<file path="config.mk">
export PLATFORM = sky130hd
export DESIGN_NAME = dual_moving_average_min_max_top
export DESIGN_NICKNAME = d
export VERILOG_FILES = /design/src/rtl/dmam_pkg.sv /design/src/rtl/dmam_ram.sv /design/src/rtl/dmam_chan.sv /design/src/rtl/dual_moving_average_min_max_top.sv
export SDC_FILE = /design/constraint.sdc
export NUM_CORES = 1
export LEC_CHECK = 0
export ABC_AREA = 1
export BUFFER_PORTS_ARGS = -buffer_cell sky130_fd_sc_hd__buf_2
export CAP_MARGIN = 20
export CORE_MARGIN = 8
export CORE_UTILIZATION = 41
export CTS_CLUSTER_SIZE = 40
export DETAILED_ROUTE_END_ITERATION = 8
export PLACE_DENSITY = 0.63
export SLEW_MARGIN = 20
export SYNTH_ARGS = -nofsm -noshare
export SYNTH_HDL_FRONTEND = slang
export SYNTH_SLANG_ARGS = --single-unit
</file>
<file path="constraint.sdc">
create_clock -name clk -period 7.14 [get_ports clk]
set_clock_uncertainty 0.05 [all_clocks]
set_input_delay 0 -clock clk [delete_from_list [all_inputs] [get_ports clk]]
set_output_delay 0 -clock clk [all_outputs]
set_load 0.01 [all_outputs]
</file>
<file path="src/rtl/dmam_pkg.sv">
package dmam_pkg;

  localparam int SAMPLE_BITS  = 16;
  localparam int WINDOW_DEF   = 8;

  typedef struct packed {
    logic signed [SAMPLE_BITS-1:0] temp_sample;
    logic signed [SAMPLE_BITS-1:0] charge_sample;
  } in_t;

  typedef struct packed {
    logic signed [SAMPLE_BITS-1:0] temp_min;
    logic signed [SAMPLE_BITS-1:0] temp_max;
    logic signed [SAMPLE_BITS-1:0] temp_avg;
    logic signed [SAMPLE_BITS-1:0] charge_min;
    logic signed [SAMPLE_BITS-1:0] charge_max;
    logic signed [SAMPLE_BITS-1:0] charge_avg;
  } out_t;

endpackage

</file>
<file path="src/rtl/dmam_ram.sv">
module dmam_ram #(
  parameter int WIDTH = 32,
  parameter int DEPTH = 8
) (
  input  logic                     clk,
  input  logic                     wr_en,
  input  logic [$clog2(DEPTH)-1:0] wr_addr,
  input  logic [WIDTH-1:0]         wr_data,
  input  logic                     rd_en,
  input  logic [$clog2(DEPTH)-1:0] rd_addr,
  output logic [WIDTH-1:0]         rd_data
);

  logic [WIDTH-1:0] mem [DEPTH];

  always_ff @(posedge clk) begin
    if (wr_en) begin
      mem[wr_addr] <= wr_data;
    end
    if (rd_en) begin
      rd_data <= mem[rd_addr];
    end
  end

endmodule

</file>
<file path="src/rtl/dmam_chan.sv">
module dmam_chan #(
  parameter int WINDOW = dmam_pkg::WINDOW_DEF
) (
  input  logic                                   clk,
  input  logic                                   rst_n,
  input  logic                                   en,
  input  logic signed [dmam_pkg::SAMPLE_BITS-1:0] x,
  input  logic signed [dmam_pkg::SAMPLE_BITS-1:0] old,
  output logic signed [dmam_pkg::SAMPLE_BITS-1:0] new_min,
  output logic signed [dmam_pkg::SAMPLE_BITS-1:0] new_max,
  output logic signed [dmam_pkg::SAMPLE_BITS-1:0] new_avg
);
  import dmam_pkg::*;

  localparam int  SUM_W = SAMPLE_BITS + $clog2(WINDOW);
  localparam bit  POW2  = (WINDOW & (WINDOW - 1)) == 0;

  logic signed [SUM_W-1:0]       sum_r, sum_nxt;
  logic signed [SAMPLE_BITS-1:0] min_r, max_r;

  assign sum_nxt = sum_r + SUM_W'(x) - SUM_W'(old);
  assign new_min = (x < min_r) ? x : min_r;
  assign new_max = (x > max_r) ? x : max_r;

  generate
    if (POW2) begin : g_shift
      logic signed [SUM_W-1:0] q;
      assign q       = sum_nxt >>> $clog2(WINDOW);
      assign new_avg = q[SAMPLE_BITS-1:0];
    end else begin : g_recip
      // floor(s/W): bias s to non-negative, multiply by ceil(2^K/W), drop the bias
      localparam int N   = SUM_W + 1;
      localparam int K   = N + $clog2(WINDOW);
      localparam int MW  = N + 1;
      localparam longint unsigned MUL_L = ((64'd1 << K) + WINDOW - 1) / WINDOW;
      localparam logic [MW-1:0] MUL  = MW'(MUL_L);
      localparam logic [N-1:0]  BIAS = N'(WINDOW) << (SAMPLE_BITS - 1);
      logic [N-1:0]    u;
      logic [N+MW-1:0] prod;
      logic [N+MW-1:0] q;
      assign u    = N'(sum_nxt) + BIAS;
      assign prod = (N+MW)'(u) * (N+MW)'(MUL);
      assign q    = prod >> K;
      // subtracting 2^(SAMPLE_BITS-1) modulo the field width flips the top bit
      assign new_avg = {~q[SAMPLE_BITS-1], q[SAMPLE_BITS-2:0]};
    end
  endgenerate

  always_ff @(posedge clk) begin
    if (!rst_n) begin
      sum_r <= '0;
      min_r <= '0;
      max_r <= '0;
    end else if (en) begin
      sum_r <= sum_nxt;
      min_r <= new_min;
      max_r <= new_max;
    end
  end

endmodule

</file>
<file path="src/rtl/dual_moving_average_min_max_top.sv">
// Channel   Ports                         Direction  Transaction
// in        in_valid, in_stall, in_data    input      one temp/charge sample pair
// out       out_valid, out_stall, out_data output     min, max, avg for both channels
//
// Throughput: one transaction per cycle while out_stall is low; an accepted pair passes
// the read stage (s1 registers and registered window RAM read), then the result register.
// Reset (synchronous, rst_n low) clears the write pointer, the fill flag, the sums and
// the extremes; the RAM is not swept, entries read before their first write count as 0.
// Out stall holds the result register; input stalls only while a result is held and
// the read stage is also full.
module dual_moving_average_min_max_top #(
  parameter int WINDOW = dmam_pkg::WINDOW_DEF
) (
  input  logic           clk,
  input  logic           rst_n,
  input  logic           in_valid,
  output logic           in_stall,
  input  dmam_pkg::in_t  in_data,
  output logic           out_valid,
  input  logic           out_stall,
  output dmam_pkg::out_t out_data
);
  import dmam_pkg::*;

  localparam int PW = $clog2(WINDOW);
  localparam int RW = 2 * SAMPLE_BITS;

  logic          in_acc, advance;
  logic [PW-1:0] pos_r, pos_nxt;
  logic          seen_r, seen_nxt;
  logic          s1_valid_r;
  in_t           s1_data_r;
  logic [PW-1:0] s1_pos_r;
  logic          s1_seen_r;
  logic          out_valid_r;
  out_t          out_data_r, res;
  logic [RW-1:0] rd_data;
  logic signed [SAMPLE_BITS-1:0] old_temp, old_charge;

  assign advance  = s1_valid_r && (!out_valid_r || !out_stall);
  assign in_stall = s1_valid_r && !advance;
  assign in_acc   = in_valid && !in_stall;

  assign pos_nxt  = (pos_r == PW'(WINDOW - 1)) ? '0 : pos_r + 1'b1;
  // once the pointer has wrapped, every entry read has been written
  assign seen_nxt = seen_r || (pos_r == PW'(WINDOW - 1));

  dmam_ram #(.WIDTH(RW), .DEPTH(WINDOW)) u_ram (
    .clk     (clk),
    .wr_en   (advance),
    .wr_addr (s1_pos_r),
    .wr_data ({s1_data_r.charge_sample, s1_data_r.temp_sample}),
    .rd_en   (in_acc),
    .rd_addr (pos_r),
    .rd_data (rd_data)
  );

  assign old_temp   = s1_seen_r ? rd_data[SAMPLE_BITS-1:0]  : '0;
  assign old_charge = s1_seen_r ? rd_data[RW-1:SAMPLE_BITS] : '0;

  dmam_chan #(.WINDOW(WINDOW)) u_temp (
    .clk     (clk),
    .rst_n   (rst_n),
    .en      (advance),
    .x       (s1_data_r.temp_sample),
    .old     (old_temp),
    .new_min (res.temp_min),
    .new_max (res.temp_max),
    .new_avg (res.temp_avg)
  );

  dmam_chan #(.WINDOW(WINDOW)) u_charge (
    .clk     (clk),
    .rst_n   (rst_n),
    .en      (advance),
    .x       (s1_data_r.charge_sample),
    .old     (old_charge),
    .new_min (res.charge_min),
    .new_max (res.charge_max),
    .new_avg (res.charge_avg)
  );

  always_ff @(posedge clk) begin
    if (!rst_n) begin
      pos_r       <= '0;
      seen_r      <= 1'b0;
      s1_valid_r  <= 1'b0;
      out_valid_r <= 1'b0;
    end else begin
      if (in_acc) begin
        pos_r  <= pos_nxt;
        seen_r <= seen_nxt;
      end
      if (in_acc) begin
        s1_valid_r <= 1'b1;
      end else if (advance) begin
        s1_valid_r <= 1'b0;
      end
      if (advance) begin
        out_valid_r <= 1'b1;
      end else if (!out_stall) begin
        out_valid_r <= 1'b0;
      end
    end
  end

  always_ff @(posedge clk) begin
    if (in_acc) begin
      s1_data_r <= in_data;
      s1_pos_r  <= pos_r;
      s1_seen_r <= seen_r;
    end
    if (advance) begin
      out_data_r <= res;
    end
  end

  assign out_valid = out_valid_r;
  assign out_data  = out_data_r;

endmodule

</file>
======== Yosys cells after proc, flatten, opt, wreduce, memory -nomap -nowiden ========
Memories as Yosys holds them, arrays and structs flattened. A register that Yosys moved wholly into a read port is not among the register bits.
Index checks and enable logic that the tools add are counted.
operators by class
  add/subtract/negate cells ............... 5
  order comparisons ....................... 4
  equal/unequal tests ..................... 2
  muxes and demuxes ....................... 13
  reduce and logical (&&, ||, !) cells .... 10
operators by type and width
  kind                 number
  $mux 16              6
  $add 19x16->19       2
  $sub 19x16->19       2
  $gt 16x16->1         2
  $lt 16x16->1         2
  $mux 1               6
  $logic_not 1->1      4
  $add 3x1->3 const B  1
  $eq 3x3->1 const B   1
  $logic_and 1x1->1    3
  $mux 3               1
  $logic_or 1x1->1     2
  $ne 2x1->1 const B   1
  $reduce_bool 2->1    1
word-level totals
  register bits ........................... 240
  bits in writable memories ............... 256
  memories kept ........................... 1
memory list
  memory     words  width  read ports  clocked after Yosys merged registers in  write ports  RTL line        source
  u_ram.mem  8      32     1           1                                        1            dmam_ram.sv:14  logic [WIDTH-1:0] mem [DEPTH];

======== Logic depth before layout (Yosys ltp) ========
  depth in word-level cells ............... 8
  mapped depth ............................ 19
  mapped depth without buffers ............ 18

======== Cells and area by module ========
A second synthesis with hierarchy kept.
unflattened totals
  cells, all modules ...................... 2923
  area, all modules ....................... 26939.6 um2
by module, submodules not included
  module                           times used  cells each  area an instance (um2)  seq. area each (um2)
  dmam_ram                         1           1156        12192.9                 8648.3
  dmam_chan at u_charge            1           767         5144.9                  1021.0
  dmam_chan at u_temp              1           766         5103.6                  1021.0
  dual_moving_average_min_max_top  1           234         4498.1                  4083.9

======== Worst setup path after synthesis ========
No wires, ideal clock.
  path type ............................... register to register
  start ................................... register out_valid_r (netlist: out_valid)
  end ..................................... memory u_ram.mem[1][0] (enable)
  library setup time ...................... 421 ps
  arrival ................................. 3855 ps
  data required time ...................... 6669 ps
  setup slack ............................. 2814 ps
  cell stages (with the launch flop) ...... 8
  path through ............................ dfxtp_1 -> nand2_1 -> inv_1 -> nor2_2 -> clkbuf_1 -> buf_2 -> nand2_1 -> nor2_1
between the ends
  cells in the longest elaborated chain, start to end .. 5
ends and longest elaborated chain
  element                       RTL line                                source
  from (decl)                   dual_moving_average_min_max_top.sv:35   logic out_valid_r;
  from (signal assigned)        dual_moving_average_min_max_top.sv:88   out_valid_r <= 1'b0;
  from (signal assigned)        dual_moving_average_min_max_top.sv:100  out_valid_r <= 1'b1;
  from (signal assigned)        dual_moving_average_min_max_top.sv:102  out_valid_r <= 1'b0;
  $logic_not 1->1               dual_moving_average_min_max_top.sv:40   assign advance = s1_valid_r && (!out_valid_r || !out_stall);
  $logic_or 1x1->1              dual_moving_average_min_max_top.sv:40
  $logic_and 1x1->1             dual_moving_average_min_max_top.sv:40
  net advance                   dual_moving_average_min_max_top.sv:28   logic in_acc, advance;
  $mux 1                        dmam_ram.sv:17                          if (wr_en) begin
  $mux 1 (not written as such)  dmam_ram.sv:18                          mem[wr_addr] <= wr_data;
  to (decl)                     dmam_ram.sv:14
The timed path passes the listed nets, and every way through them passes these cells.

======== Worst setup path in the final report ========
  start ................................... register out_valid_r (netlist: out_valid)
  end ..................................... memory u_ram.mem[4][8] (enable)
between the ends
  cells in the longest elaborated chain, start to end .. 5
ends and longest elaborated chain
  element                       RTL line
  $logic_not 1->1               dual_moving_average_min_max_top.sv:40
  $logic_or 1x1->1              dual_moving_average_min_max_top.sv:40
  $logic_and 1x1->1             dual_moving_average_min_max_top.sv:40
  $mux 1                        dmam_ram.sv:17
  $mux 1 (not written as such)  dmam_ram.sv:18
No other way between the ends.

==> flow_summary.toml <==
[status]
status = "completed"

[clock_network]
numCtsBuffers = 52
clkLatencyLatePin_ns = 0.60
cts.sinks = 528
cts_resized = 0
clk_pin_slew_ns = 0.06
cts-root-buf = "clkbuf_16"
h-tree-depth = 2
cts_tree = "yes"
clockBufferDepth = 3

[floorplanning]
die_h_um = 263.2
design.core.area_um2 = 60360
initial_core_util_pct = 41.50
fp.dieArea_um2 = 69270
rows = 90
die_w_um = 263.2
io_pins = 134

[grt]
antenna_found_initial = 0
gr-total-overflow = 0
grt_usage_pct = 16.53
grt_pass1_wl_mm = 92.87
grt_max_degree = 99
grt_pass1_vias = 17380

[pwr]
swShare_pct = 28.06
total_leakage_power_nw = 12.27
vdd_drop_max_mv = 0.1667
cellPowerDensity_nw_per_um2 = 282.0
p_int_mw = 5.820
p_comb_share_pct = 19.0
p_sw_mw = 2.270
power_frac_seq_pct = 45.4
clockPowerShare_pct = 35.6

[finish]
layout-drive-gt1-share_pct = 11.78
postLayoutCellArea_um2 = 28690
final_nets = 2825
insertedDiodeCount = 0
fillCellCount = 5451
syn_to_final_growth_pct = 14.52

[timing]
min_period_over_period_pct = 51.85
fmax_mhz = 270.1
setup_tns_ns = 0
relSlewSlack_pct = 30.81
hold_viol = 0
slew_violations = 0
setup_viol = 0
worstMarginPinSlew_ns = 1.038
setup_slack_ns = 3.438
min_period_ns = 3.702
rsz0062_at_grt = "no"

[logic_synthesis]
synth_common_cells = "edfxtp_1 (420), inv_1 (389), nand2_1 (361), nor2_1 (288), o21ai_0 (174)"
synthXorXnorAreaFrac_pct = 1.119
syn_inst = 2491
yosys_warnings = 0
yosys.area.top_type = "edfxtp_1"
synth.area.mux_share_pct = 0
synth_fa_ha_area_share_pct = 8.071
synthSimpleGateAreaFrac_pct = 15.11
yosysMostFrequentCell = "edfxtp_1"
synth_top_family_by_area = "simple AND/OR/NAND/NOR gates"
synth_area_leaders = "edfxtp_1 (50%), dfxtp_1 (8.6%), inv_1 (5.8%), nand2_1 (5.4%), ha_1 (5.2%)"
ys_seq_elements = 528
synth_compound_area_share_pct = 8.950
synth_edf_count = 420
ys_seq_area_share_pct = 58.98
syn_avg_cell_area_um2 = 10.06
synth.cell_area_um2 = 25050
synth_top_area_share_pct = 50.34
async_flop_share_pct = 0
ys.flop_type = "edfxtp_1"
synthDistinctLibCells = 43
synth_nets = 2667

[place]
dp_slack_ns = 3.351
gp_congestion = 0.8645
dpl_cell_area_um2 = 26510
dpl.hpwl_mm = 36.92
portBuffers = 133

[critical_path]
required_ns = 7.37
cp.arrival_ns = 3.93
crit_chain = "nand2_1 > inv_1 > nor2_4 > buf_4 > clkinv_2 > or2_2 > nor2_2 > buf_4"
critPathBufInv = 4
start_kind = "register"
slowest_delay_ns = 0.73
path_class = "reg2reg"
cp_max_fo = 52
cpMostUsedCell = "buf_4"
critPathCaptureType = "register"
crit_family = "simple AND/OR/NAND/NOR gates"
cp_slowest_cell = "nor2_2"

[run]
cap_viol_max_count = 0

[detailed_routing]
drc = 0
routedWlPerCell_um = 16.93
dr.pass1.iters = 5
num_vias = 17570
wirelength_mm = 58.82
drtIter0Drc = 1277
vias_per_cell = 5.057
final_antenna_net_count = 0

[min_path]
hold_class = "in2reg"
[through the flow]
| stage | hold WS (ns) | util (%) | power, mW | instances |
|---|---|---|---|---|
| 4_1_cts | 0.01779 | 47.50 | 8.167 | 3473 |
| 3_5_place_dp | 0.1284 | 43.92 | 5.265 | 3340 |
| 2_1_floorplan | 0.04887 | - | 4.829 | 2491 |
| 5_1_grt | 0.04615 | 47.53 | 8.491 | 3474 |
| 6_report | 0.06507 | 47.53 | 8.090 | 3474 |
| 3_3_place_gp | 0.1264 | 43.92 | 5.228 | 3340 |
[kinds of logic (layout without fill, tap and decap cells)]
family	after synthesis	in the layout
flip-flops	528	528
AND/OR/NAND/NOR	877	877
adder cells (fa/ha/maj)	140	140
buffers and inverters	492	693
AO/OA/AOI/OAI	422	422
XOR/XNOR	32	32
[registers in the layout (all words and copies together), names as in the netlist]
register,flops
out_data,96
out_valid,1
pos_r,3
s1_data_r,32
s1_pos_r,3
s1_seen_r,1
s1_valid_r,1
seen_r,1
u_charge.max_r,16
u_charge.min_r,16
u_charge.sum_r,19
u_ram.mem,256
u_ram.rd_data,32
u_temp.max_r,16
u_temp.min_r,16
u_temp.sum_r,19
[cell type report]
type	instances	area, µm²	area share, %
well taps	782	978.4	3.411
flip-flops and latches	528	14780	51.52
clock inverters	35	440.4	1.535
clock buffers	62	1359	4.736
repair buffers	205	1308	4.558
multi-input cells	1471	8356	29.12
inverters	391	1469	5.120
[power groups by stage]
stage	clock network, mW	logic (mW)	registers [mW]
floorplan	0	1.08	3.75
global placement	0	1.49	3.74
detailed placement	0	1.52	3.74
CTS	2.94	1.54	3.68
global route	3.05	1.75	3.69
finish	2.88	1.54	3.68
[worst paths after layout]
| kind | from | endpoint | slack [ns] | depth (start not counted) |
|---|---|---|---|---|
| min | in_data[5] | s1_data_r[5] | 0.07 | 2 |
| max | out_valid | u_ram.mem[4][8] | 3.44 | 8 |
| min reg2reg | seen_r | s1_seen_r | 0.40 | 0 |
| max reg2reg | out_valid | u_ram.mem[4][8] | 3.44 | 8 |
[timing repair]
action                    CTS  global route
hold endpoints to repair   47             0
hold buffers               36             0
buffers inserted            0             0
[cells in the final DEF, fill, tap and decap left out, types with 3 or more instances in the layout]
master,synthesis,routed
buf_4,3,34
dfxtp_1,108,106
nor2_1,288,280
buf_2,14,133
a21oi_1,160,160
ha_1,104,104
inv_2,1,3
nand4_1,39,39
nand2_2,31,31
o22ai_1,32,32
clkbuf_1,66,8
a31oi_1,34,34
dlygate4sd3_1,0,36
nor2_2,4,11
clkinv_1,1,11
a21o_1,4,4
nand3_2,8,8
fa_1,36,36
inv_1,389,386
clkbuf_16,0,52
nand2_1,361,361
nand2_4,6,6
edfxtp_1,420,420
o21ai_0,174,174
xnor2_1,10,10
clkinv_2,0,10
nand3_1,126,126
xor2_1,22,22
o21ai_1,6,6
nor3_1,6,6
bufinv_16,0,10
o21bai_1,4,4
[routing by layer]
| layer | global-route usage (%) | share of wire (%) | up-vias |
|---|---|---|---|
| met4 | 5.665 | 3.0 | 0 |
| met1 | 21.40 | 44 | 8392 |
| li1 | - | - | 8630 |
| met5 | 0 | 0 | - |
| met2 | 28.13 | 48 | 427 |
| met3 | 2.489 | 5.0 | 120 |
(Power assumes the default switching activity.)
